<file path="config.mk">
export PLATFORM = sky130hd
export DESIGN_NAME = int_to_single_float_top
export DESIGN_NICKNAME = d
export VERILOG_FILES = /design/src/rtl/itsf_pkg.sv /design/src/rtl/itsf_norm.sv /design/src/rtl/int_to_single_float_top.sv
export SDC_FILE = /design/constraint.sdc
export NUM_CORES = 1
export LEC_CHECK = 0
export ABC_AREA = 1
export ABC_CLOCK_PERIOD_IN_PS = 9300
export BUFFER_PORTS_ARGS = -buffer_cell sky130_fd_sc_hd__buf_2
export CORE_MARGIN = 10
export CORE_UTILIZATION = 67
export CTS_BUF_LIST = sky130_fd_sc_hd__clkbuf_2 sky130_fd_sc_hd__clkbuf_4 sky130_fd_sc_hd__clkbuf_8
export DETAILED_ROUTE_END_ITERATION = 7
export PLACE_DENSITY = 0.91
export SLEW_MARGIN = 20
export SYNTH_ARGS = -nofsm -noshare
export SYNTH_HDL_FRONTEND = slang
export SYNTH_SLANG_ARGS = --single-unit
</file>
<file path="constraint.sdc">
create_clock -name clk -period 9.3 [get_ports clk]
set_clock_uncertainty 0.05 [all_clocks]
set_input_delay 0.93 -clock clk [delete_from_list [all_inputs] [get_ports clk]]
set_output_delay 0.93 -clock clk [all_outputs]
set_load 0.02 [all_outputs]
</file>
<file path="src/rtl/itsf_pkg.sv">
// itsf_pkg: shared types and constants for the integer to single float converter
// no dependencies
package itsf_pkg;
	localparam logic [31:0] MostNegPat = 32'hCF00_0000;
	localparam logic [7:0] ExpBias = 8'd127;
	localparam logic [7:0] HalfWay = 8'd128;

	// stage 1 to stage 2 payload
	typedef struct packed {
		logic        sign;
		logic        zero;
		logic        most_neg;
		logic [31:0] mag;
	} mag_t;

	// stage 2 to stage 3 payload
	typedef struct packed {
		logic        sign;
		logic        zero;
		logic        most_neg;
		logic [4:0]  lead;
		logic [31:0] norm;
	} norm_t;
endpackage

</file>
<file path="src/rtl/itsf_norm.sv">
// itsf_norm: leading one search and normalizing shift, combinational
// depends on itsf_pkg
module itsf_norm (
	input  itsf_pkg::mag_t  mag,
	output itsf_pkg::norm_t norm
);
	logic [4:0] lead;

	// priority search for the leading one
	always_comb begin
		lead = 5'd0;
		for (int i = 0; i < 32; i++) begin
			if (mag.mag[i]) begin
				lead = 5'(i);
			end
		end
	end

	// move the leading one to bit 31
	always_comb begin
		norm.sign     = mag.sign;
		norm.zero     = mag.zero;
		norm.most_neg = mag.most_neg;
		norm.lead     = lead;
		norm.norm     = mag.mag << (5'd31 - lead);
	end
endmodule

</file>
<file path="src/rtl/int_to_single_float_top.sv">
// int_to_single_float_top: three stage int32 to ieee single converter
// depends on itsf_pkg and itsf_norm
//
// channel | direction | handshake          | payload
// input   | in        | in_valid/in_stall  | int_value [31:0] signed
// output  | out       | out_valid/out_stall| float_bits [31:0]
//
// one transaction per cycle sustained while the output is not stalled
// stages: magnitude, normalize, round and pack
// reset clears only the stage valid bits
// a stall at the output holds every full stage; bubbles are filled
module int_to_single_float_top (
	input  logic        clk,
	input  logic        arst_n,
	input  logic        in_valid,
	output logic        in_stall,
	input  logic signed [31:0] int_value,
	output logic        out_valid,
	input  logic        out_stall,
	output logic [31:0] float_bits
);
	logic vld_s1, vld_s2, vld_s3;
	logic adv_s1, adv_s2, adv_s3;
	itsf_pkg::mag_t  mag_s1;
	itsf_pkg::norm_t norm_c, norm_s2;
	logic [31:0] res_c, res_s3;

	// stage enables: a stage loads when it is empty or its content moves on
	assign adv_s3 = !vld_s3 || !out_stall;
	assign adv_s2 = !vld_s2 || adv_s3;
	assign adv_s1 = !vld_s1 || adv_s2;
	assign in_stall = !adv_s1;

	// valid bits
	always_ff @(posedge clk or negedge arst_n) begin
		if (!arst_n) begin
			vld_s1 <= 1'b0;
			vld_s2 <= 1'b0;
			vld_s3 <= 1'b0;
		end else begin
			if (adv_s1) vld_s1 <= in_valid;
			if (adv_s2) vld_s2 <= vld_s1;
			if (adv_s3) vld_s3 <= vld_s2;
		end
	end

	// stage 1: sign, special cases, magnitude
	always_ff @(posedge clk) begin
		if (adv_s1) begin
			mag_s1.sign     <= int_value[31];
			mag_s1.zero     <= (int_value == 32'sd0);
			mag_s1.most_neg <= (int_value == 32'sh8000_0000);
			mag_s1.mag      <= int_value[31] ? (~int_value + 32'd1) : int_value;
		end
	end

	itsf_norm u_norm (
		.mag  (mag_s1),
		.norm (norm_c)
	);

	// stage 2: normalized magnitude
	always_ff @(posedge clk) begin
		if (adv_s2) begin
			norm_s2 <= norm_c;
		end
	end

	// stage 3 logic: round to nearest even and pack
	always_comb begin
		logic [7:0]  dropped;
		logic [23:0] frac;
		logic [7:0]  expo;
		logic        rnd;
		dropped = norm_s2.norm[7:0];
		expo    = {3'd0, norm_s2.lead} + itsf_pkg::ExpBias;
		rnd     = (dropped > itsf_pkg::HalfWay) ||
			((dropped == itsf_pkg::HalfWay) && norm_s2.norm[8]);
		frac    = {1'b0, norm_s2.norm[30:8]} + {23'd0, rnd};
		if (frac[23]) begin
			expo = expo + 8'd1;
		end
		if (norm_s2.zero) begin
			res_c = 32'd0;
		end else if (norm_s2.most_neg) begin
			res_c = itsf_pkg::MostNegPat;
		end else begin
			res_c = {norm_s2.sign, expo, frac[22:0]};
		end
	end

	always_ff @(posedge clk) begin
		if (adv_s3) begin
			res_s3 <= res_c;
		end
	end

	assign out_valid  = vld_s3;
	assign float_bits = res_s3;

	// a stalled result holds its value
	assert property (@(posedge clk) disable iff (!arst_n)
		out_valid && out_stall |=> out_valid && $stable(float_bits))
		else $error("result changed under stall");

	// full pipeline with output stall backs up the input
	assert property (@(posedge clk) disable iff (!arst_n)
		vld_s1 && vld_s2 && vld_s3 && out_stall |-> in_stall)
		else $error("input not stalled on full pipeline");

	// a sign bit in the result only comes from a negative stage 2 item
	assert property (@(posedge clk) disable iff (!arst_n)
		vld_s2 && adv_s3 && !norm_s2.sign |=> !float_bits[31])
		else $error("sign mismatch");
endmodule

</file>
==> run summary, run 1 <==
Worst-Skew Late Latency: 370 ps
Final Max Slew Viols: 0
Final worst path period share: 45.0%
Post-route setup slack: 5120 ps
Syn_nets: 932
H-Tree Level Count: 3
Core ar.: 10,300 sq um
Slew @ Worst Pin: 995 ps
Root buffer cell: clkbuf_8
I/O pins: 70
Sequential cell area fraction in the yosys report: 45.8%
Seq pwr share: 46.8%
Total GRT Usage: 21.4%
Setup bufs post-CTS: 0
Initial Utilization: 68.9%
Sw Share: 36.6%
Final wirelength: 16.1 mm
Share of cells above drive strength 1: 14.4%
Num CTS Buffers: 9
Vias in the first global route: 5,712
Most frequent cells in the layout: nand2_1, nand3_1, edfxtp_1
Startpoint Class: flip-flop
Max FO, Critical Path: 34
RSZ-0062 raised after global routing: false
Worst path required time: 9480 ps
Synth Cell Area: 7120 sq um
Total number of vias: 6,244
# fillers: 820
Max_cap viols: 0
Sink Count: 109
Hold violation count in the final report: 0
DIE AREA: 15,100 sq um
WP data arrival: 4360 ps
Largest net degree at the start of global routing: 42
Placed inst area: 7450 sq um
Crit end category: flip-flop
Cts repair resizes: 0
Site Rows: 37
First-pass GRT wire length: 26.4 mm
Area grow syn2layout: 7.74%
First drt pass iteration count: 8
Nets: 982
Slew HR: 33.3%
Critical Path End: norm_s2[7]
Switching pwr: 565 uW
Cts hold-fix bufs: 0
Post-layout util: 74.3%
Buffers added on ports: 69
Hold WC Path Type: input port to async pin
Yosys warns: 0
Status: completed
Initial drt markers: 1,039
Flops & latches, synth: 109
Critical R2R Launch: mag_s1[4]
Leakage: 0.00346 uW
Synthesized instance count: 893
Pre-CTS setup slack: 5220 ps
Clock power frac: 20.4%
FF/Latch Area: 3260 sq um
Die H: 123 microns
Post-synth cell types: 42
Gr ovfl total: 0
Horiz. Die Dim: 123 microns
Reg-to-reg endpoint: norm_s2[7]
Setup violations, final: 0
Routed Antenna Nets: 0
DP HPWL: 12.1 mm
Multi-input logic area: 3260 sq um
Setup TNS: 0 ps
Power Internal: 978 uW
Slack of the worst reg-to-reg path: 5120 ps
Final min period: 4180 ps
WL per Instance: 14.9 microns
CTS Buffer Depth: 2
Commonest non-fill, non-tap cell in the layout: nand2_1
Mapped Avg Cell Area: 7.97 sq um
Antenna Cells: 0
Pwr dens: 201 nW/um^2
Combinational power share: 32.7%
Hold_ws: 279 ps
Crit Path Category: flip-flop to flip-flop
Max Fclk: 0.239 GHz
Crit path launch: mag_s1[4]
Initial antenna violation count: 0
Fin area: 7670 sq um
CTS tree: built
Gp weighted congestion: 1.03
Reg2reg path depth: 21
Clk slew on worst S/H paths: 100 ps
Post-route DRC: 0
Worst vdd ir: 0.0967 mV
Vias per std cell: 5.77
critical path: stages, from the launching register on:
cell	delay (ps)
edfxtp_1	450
nor2_1	160
o21ai_0	110
nand3_1	80
nand2_1	50
nand2_1	60
nand2_1	50
nand2_1	70
nand2_1	50
nand2_1	60
nand2_1	50
nand2_1	50
nand2_1	40
nand2_1	50
nand3_1	70
nand3_2	520
clkinv_1	1010
nand3_1	450
nand3_1	230
nand2_1	190
nand2_1	70
nor2_1	140
cell usage after synthesis:
master / number / area, sq um
a2111oi_0: 1 / 8.76
a211oi_1: 1 / 7.51
a21oi_1: 26 / 130
a311oi_1: 1 / 8.76
a31oi_1: 2 / 12.5
and3_1: 4 / 25.0
buf_1: 1 / 3.75
buf_12: 1 / 20.0
buf_2: 16 / 80.1
buf_4: 3 / 22.5
buf_6: 2 / 22.5
buf_8: 2 / 30.0
clkbuf_1: 9 / 33.8
clkbuf_4: 2 / 15.0
clkinv_1: 2 / 7.51
dfrtp_1: 3 / 75.1
edfxtp_1: 106 / 3180
ha_1: 3 / 37.5
inv_1: 98 / 368
inv_2: 1 / 3.75
nand2_1: 205 / 769
nand2_2: 3 / 18.8
nand2_4: 1 / 11.3
nand3_1: 175 / 876
nand3_2: 29 / 290
nand4_1: 9 / 56.3
nor2_1: 87 / 327
nor2_2: 2 / 12.5
nor3_1: 22 / 110
nor3b_1: 2 / 15.0
nor3b_2: 1 / 12.5
nor4_1: 4 / 25.0
nor4b_2: 1 / 15.0
o211ai_1: 1 / 7.51
o21a_1: 2 / 15.0
o21ai_0: 24 / 120
o21ai_1: 2 / 10.0
o21bai_1: 1 / 7.51
o221a_2: 1 / 11.3
or2_2: 5 / 31.3
xnor2_1: 14 / 123
xor2_1: 18 / 158
sequential cells by signal, indices dropped and copies added, names as in the netlist:
register and cells:
float_bits 32, out_valid 1, vld_s1 1, mag_s1 35
vld_s2 1, norm_s2 39
power groups by stage:
stage	clock (uW)	sequential [uW]	combinational [uW]
3_5_place_dp	0	734	497
6_report	315	723	505
2_1_floorplan	0	749	354
3_3_place_gp	0	728	484
5_1_grt	334	734	564
4_1_cts	316	722	500
worst min-delay path by stage:
stage	depth (start not counted)	to	from
after CTS	1	out_valid	arst_n
after detailed placement	0	norm_s2[39]	mag_s1[34]
after floorplan	0	norm_s2[37]	mag_s1[32]
after global placement	0	norm_s2[39]	mag_s1[34]
final	1	vld_s2	arst_n
after global routing	1	out_valid	arst_n
through the flow:
stage / instances / power, uW
after floorplan: 893 / 1100
after global placement: 1068 / 1210
after detailed placement: 1068 / 1230
after CTS: 1083 / 1540
after global routing: 1083 / 1630
final: 1083 / 1540
layout make-up:
| type | instances | area share [%] |
|---|---|---|
| Sequential cell | 109 | 42.5 |
| Multi-Input combinational cell | 647 | 42.5 |
| Timing Repair Buffer | 75 | 5.09 |
| Inverter | 101 | 4.94 |
| Tap cell | 136 | 2.22 |
| Clock buffer | 10 | 1.71 |
| Clock inverter | 5 | 1.08 |
per-layer routing:
layer  GRT usage [%]  routed length [microns]
met5               0                        0
met4            11.4                      661
met3            3.14                     1270
met2            35.6                     7700
met1            26.5                     6480
cells by family (layout without fill, tap and decap cells):
| family | Yosys count | after routing | share of synthesized area [%] |
|---|---|---|---|
| flops | 109 | 109 | 45.8 |
| buf+inv | 137 | 191 | 8.53 |
| compound gates | 62 | 62 | 4.76 |
| xor+xnor | 32 | 32 | 3.94 |
| simple gates | 550 | 550 | 36.5 |
| fa+ha+maj | 3 | 3 | 0.527 |
Note: power is estimated with default switching activity, not from simulation.
==> run 2, diff against run 1 <==
--- a/config.mk
+++ b/config.mk
@@ -6,13 +6,13 @@
 export NUM_CORES = 1
 export LEC_CHECK = 0
 export ABC_AREA = 1
-export ABC_CLOCK_PERIOD_IN_PS = 9300
+export ABC_CLOCK_PERIOD_IN_PS = 4000
 export BUFFER_PORTS_ARGS = -buffer_cell sky130_fd_sc_hd__buf_2
 export CORE_MARGIN = 10
-export CORE_UTILIZATION = 67
+export CORE_UTILIZATION = 62
 export CTS_BUF_LIST = sky130_fd_sc_hd__clkbuf_2 sky130_fd_sc_hd__clkbuf_4 sky130_fd_sc_hd__clkbuf_8
 export DETAILED_ROUTE_END_ITERATION = 7
-export PLACE_DENSITY = 0.91
+export PLACE_DENSITY = 0.85
 export SLEW_MARGIN = 20
 export SYNTH_ARGS = -nofsm -noshare
 export SYNTH_HDL_FRONTEND = slang
==> constraint.sdc (replaced) <==
create_clock -name clk -period 4 [get_ports clk]
set_clock_uncertainty 0.05 [all_clocks]
set_input_delay 0.4 -clock clk [delete_from_list [all_inputs] [get_ports clk]]
set_output_delay 0.4 -clock clk [all_outputs]
set_load 0.02 [all_outputs]
==> run summary, run 2 (same netlist as run 1, synthesis figures left out) <==
Status: completed
Highest metal used: met4
Routed Antenna Nets: 0
Most frequent cells in the layout: nand2_1, nand3_1, edfxtp_1
Switching pwr: 1320 uW
Max FO, Critical Path: 37
Total GRT Usage: 19.6%
Setup bufs post-CTS: 0
Largest net degree at the start of global routing: 42
Total number of vias: 6,200
Num CTS Buffers: 9
Initial Utilization: 62.9%
# fillers: 990
Seq pwr share: 47.1%
RSZ-0062 raised after global routing: false
I/O pins: 70
Max Fclk: 0.287 GHz
Core ar.: 11,300 sq um
Vias per std cell: 5.65
Hold violation count in the final report: 0
Crit Path Category: flip-flop to flip-flop
Tot Pwr: 3550 uW
Antenna Cells: 0
Multi-input logic area: 3260 sq um
CTS tree: built
Cts repair resizes: 0
Top reg by flops: norm_s2
Worst path max stage delay: 460 ps
Post-layout util: 68.1%
Final Max Slew Viols: 0
Gr ovfl total: 0
Reg-to-reg endpoint: norm_s2[3]
Leakage: 0.00348 uW
Max_cap viols: 0
Vias in the first global route: 5,690
First-pass GRT wire length: 26.4 mm
Area grow syn2layout: 8.37%
Reg2reg path depth: 34
Hold WC Path Type: input port to flip-flop
Hold_ws: 149 ps
Final min period: 3480 ps
Max reg flops: 39
Hold EP: vld_s1
Post-route non-filler standard cell count: 1,097
Power Internal: 2240 uW
FF/Latch Area: 3260 sq um
Nets: 988
Critical R2R Launch: mag_s1[2]
Met2 wire length: 7.30 mm
Crit path launch: mag_s1[2]
WP data arrival: 3560 ps
Site Rows: 39
Sink Count: 109
Slew HR: 33.6%
Horiz. Die Dim: 127 microns
Worst vdd ir: 0.227 mV
Most used cell, CP: nand2_1
Clock power frac: 19.6%
Slew @ Worst Pin: 996 ps
Initial drt markers: 932
Commonest non-fill, non-tap cell in the layout: nand2_1
Cts hold-fix bufs: 1
Worst-Skew Late Latency: 390 ps
Post-Place Cells: 1,080
CP max stage cell: edfxtp_1
Die H: 127 microns
Slack of the worst reg-to-reg path: 520 ps
Startpoint Class: flip-flop
Buffers added on ports: 69
Initial antenna violation count: 0
DP HPWL: 11.9 mm
First drt pass iteration count: 6
Sw Share: 37.1%
H-Tree Level Count: 3
Worst hold start: in_valid
Gp weighted congestion: 0.942
Setup violations, final: 0
Pwr dens: 461 nW/um^2
Met3 WL: 1.21 mm
WHS Path Cells: 2
Crit end category: flip-flop
Root buffer cell: clkbuf_8
Final worst path period share: 87.0%
Setup TNS: 0 ps
Final wirelength: 15.7 mm
CTS Buffer Depth: 2
Combinational power share: 33.3%
DIE AREA: 16,200 sq um
WL per Instance: 14.3 microns
Clk slew on worst S/H paths: 100 ps
Share of cells above drive strength 1: 14.9%
Worst path required time: 4080 ps
Post-route DRC: 0
DRT met1 WL: 6.55 mm
run 2: changes by cell type in the layout (fill, tap and decap cells not counted), sizes merged:
cell / before / now
buf: 75 / 80
bufinv: 2 / 1
clkbuf: 10 / 11
clkinv: 3 / 4
dlygate4sd3: 0 / 1
run 2: how the worst max path moves through the flow:
stage                       to  cells past startpoint
floorplan            mag_s1[0]                      5
global placement    norm_s2[3]                     34
detailed placement  norm_s2[3]                     34
CTS                 norm_s2[3]                     34
global route        norm_s2[9]                     38
finish              norm_s2[3]                     34
run 2: routing by layer:
layer	vias up	track usage [%]
li1	3115	-
met1	2764	24.7
met2	278	31.5
met3	43	3.76
met4	0	9.91
met5	-	0
run 2: worst max-delay path, delay by kind of cell, from the launching register on:
| family | cells | cell delay (ps) |
|---|---|---|
| and+or+nand+nor | 32 | 2180 |
| buffers and inverters | 2 | 490 |
| DFF | 1 | 460 |
run 2: layout make-up:
class	count	share of cell area, %
Clock buffer	11	1.88
Sequential cell	109	42.2
Inverter	101	4.92
Clock inverter	5	0.746
Tap cell	143	2.32
Timing Repair Buffer	81	5.68
Multi-Input combinational cell	647	42.2
run 2: power by group through the flow:
stage / clock network [uW] / logic (uW) / registers [uW]
after floorplan: 0 / 823 / 1740
after global placement: 0 / 1140 / 1690
after detailed placement: 0 / 1170 / 1700
after CTS: 698 / 1170 / 1670
after global routing: 747 / 1330 / 1700
final: 697 / 1180 / 1670
run 2: stage by stage:
stage	setup WS [ps]	area [sq um]
floorplan	319	7120
global placement	702	7500
detailed placement	649	7500
CTS	584	7710
global route	110	7710
finish	519	7710
==> run 3, diff against run 2 <==
--- a/config.mk
+++ b/config.mk
@@ -5,14 +5,14 @@
 export SDC_FILE = /design/constraint.sdc
 export NUM_CORES = 1
 export LEC_CHECK = 0
-export ABC_AREA = 1
 export ABC_CLOCK_PERIOD_IN_PS = 4000
 export BUFFER_PORTS_ARGS = -buffer_cell sky130_fd_sc_hd__buf_2
 export CORE_MARGIN = 10
 export CORE_UTILIZATION = 62
 export CTS_BUF_LIST = sky130_fd_sc_hd__clkbuf_2 sky130_fd_sc_hd__clkbuf_4 sky130_fd_sc_hd__clkbuf_8
 export DETAILED_ROUTE_END_ITERATION = 7
-export PLACE_DENSITY = 0.85
+export PLACE_DENSITY = 0.83
+export REMOVE_ABC_BUFFERS = 1
 export SLEW_MARGIN = 20
 export SYNTH_ARGS = -nofsm -noshare
 export SYNTH_HDL_FRONTEND = slang
==> run summary, run 3 <==
Routed Antenna Nets: 0
Yosys warns: 0
Placed inst area: 7230 sq um
H-Tree Level Count: 3
Synth top area cells: edfxtp_1, mux2i_1, xnor2_1
Worst vdd ir: 0.235 mV
Slack of the worst reg-to-reg path: 590 ps
Largest area contributor in the netlist: edfxtp_1
Total number of vias: 5,123
Final worst path period share: 85.2%
Switching pwr: 1300 uW
Power Internal: 2300 uW
Ys flop type: edfxtp_1
Count leader, synth: edfxtp_1
Combinational power share: 31.4%
Horiz. Die Dim: 124 microns
First-pass GRT wire length: 27.0 mm
# fillers: 809
Sequential cell area fraction in the yosys report: 48.3%
Clk slew on worst S/H paths: 110 ps
EDFF count, synth: 106
Largest net degree at the start of global routing: 41
Clock power frac: 20.1%
Max_cap viols: 0
Gr ovfl total: 0
DP HPWL: 12.9 mm
FF/Latch Area: 3260 sq um
Sw Share: 36.1%
Mapped Avg Cell Area: 10.8 sq um
Cts repair resizes: 0
Core ar.: 10,700 sq um
Synthesized instance count: 623
Num CTS Buffers: 9
Area grow syn2layout: 10.6%
Post-synth top cells: edfxtp_1, mux2i_1, nor2_1
Vias in the first global route: 5,137
WHS Path Cells: 2
WL per Instance: 19.9 microns
WP data arrival: 3520 ps
CTS Buffer Depth: 2
Die H: 124 microns
Setup TNS: 0 ps
Worst-Skew Late Latency: 400 ps
Max Fclk: 0.294 GHz
Post-synth cell types: 63
Post-layout util: 69.4%
Seq pwr share: 48.5%
Leakage: 0.00294 uW
I/O pins: 70
Post-route setup slack: 594 ps
Crit end category: flip-flop
Top reg by flops: norm_s2
First drt pass iteration count: 5
Final Max Slew Viols: 0
Root buffer cell: clkbuf_8
Critical Path End: norm_s2[27]
Flops & latches, synth: 109
Buffers added on ports: 69
Hold WC Path Type: input port to flip-flop
Share of cells above drive strength 1: 19.7%
Worst path max stage delay: 510 ps
Initial drt markers: 396
Total GRT Usage: 21.2%
Sink Count: 109
Slew @ Worst Pin: 828 ps
Gp weighted congestion: 0.971
Vias per std cell: 6.14
Crit path launch: mag_s1[24]
Nets: 729
Site Rows: 38
RSZ-0062 raised after global routing: false
Crit Path Category: flip-flop to flip-flop
Initial antenna violation count: 0
Reg-to-reg endpoint: norm_s2[27]
Sequence of cells on the critical path: nor4_1 > a21boi_1 > a21oi_4 > inv_2 > buf_12 > mux2i_1 > mux2_2 > nor3_1 > a211o_1
Status: completed
Critical R2R Launch: mag_s1[24]
Antenna Cells: 0
Multi-input logic area: 3230 sq um
DIE AREA: 15,400 sq um
Max FO, Critical Path: 18
Final wirelength: 16.6 mm
Slew HR: 44.3%
Worst path required time: 4110 ps
Synth top area share: 47.2%
Final min period: 3410 ps
Most frequent cells in the layout: edfxtp_1, buf_2, mux2i_1
Hold violation count in the final report: 0
Post-route DRC: 0
Hold_ws: 142 ps
Max reg flops: 39
Commonest non-fill, non-tap cell in the layout: edfxtp_1
Fin area: 7450 sq um
Initial Utilization: 62.7%
CTS tree: built
CP max stage cell: edfxtp_1
Synth Cell Area: 6740 sq um
Pwr dens: 484 nW/um^2
Reg2reg path depth: 9
Setup violations, final: 0
Pre-CTS setup slack: 677 ps
Startpoint Class: flip-flop
Post-synth ARST share: 2.75%
==> run 3: cell count changes after synthesis, moves of 14 or more <==
cell	before	now
mux2i_1	0	66
nand2_1	205	47
nand3_2	29	1
xnor2_1	14	37
mux2_2	0	14
nor2_1	87	52
inv_1	98	19
nand3_1	175	17
==> run 3: final cells by class <==
class                      instances  share of cell area (%)
clock buffer                       9                    1.66
multi-input combinational        463                    43.3
sequential                       109                    43.7
clock inverter                     7                    1.19
timing repair buffer              86                    6.71
inverter                          21                    1.06
tap                              140                    2.35
==> run 3: what timing repair did <==
| item | 4_1_cts | 5_1_grt |
|---|---|---|
| hold endpoints to repair | 3 | 0 |
| hold buffers | 1 | 0 |
| buffers inserted | 0 | 0 |
==> run 3: routing by layer <==
layer  global-route usage (%)  share of wire [%]  vias to the layer above  wire length, microns
met4                     12.3                4.6                        0                   758
met2                     36.1                 50                      177                  8280
met1                     24.6                 41                     2420                  6840
met5                        0                  0                        -                     0
li1                         -                  -                     2487                     -
met3                     3.49                4.6                       39                   772
==> run 3: critical path: cells and delay by family (launching register included) <==
kind            cells  cell delay [ps]
compound gates      3              830
buf+inv             2              490
flops               1              510
mux                 2              720
simple gates        2              560
==> run 3: stage by stage <==
| stage | std cells | total power (uW) |
|---|---|---|
| 4_1_cts | 835 | 3610 |
| 5_1_grt | 835 | 3790 |
| 6_report | 835 | 3610 |
| 2_1_floorplan | 593 | 2490 |
| 3_5_place_dp | 818 | 2900 |
| 3_3_place_gp | 818 | 2860 |
==> run 3: cell families after synthesis <==
kind of cell	synth area share [%]
AO/OA/AOI/OAI	12.3
XOR/XNOR	6.63
adder cells (fa/ha/maj)	0.557
multiplexers	12.3
AND/OR/NAND/NOR	15.9
flip-flops	48.3
buffers and inverters	3.93
==> run 3: worst min-delay path by stage <==
stage,startpoint,end,slack (ps)
after global placement,arst_n,out_valid,140
after global routing,in_valid,vld_s1,150
final,in_valid,vld_s1,140
after CTS,in_valid,vld_s1,140
after detailed placement,arst_n,vld_s1,150
after floorplan,arst_n,out_valid,50
==> run 3: power by group through the flow <==
stage	sequential, uW	clock, uW	combinational [uW]
after floorplan	1800	0	687
after global placement	1760	0	1100
after detailed placement	1770	0	1120
after CTS	1750	728	1130
after global routing	1780	778	1230
final	1750	725	1130
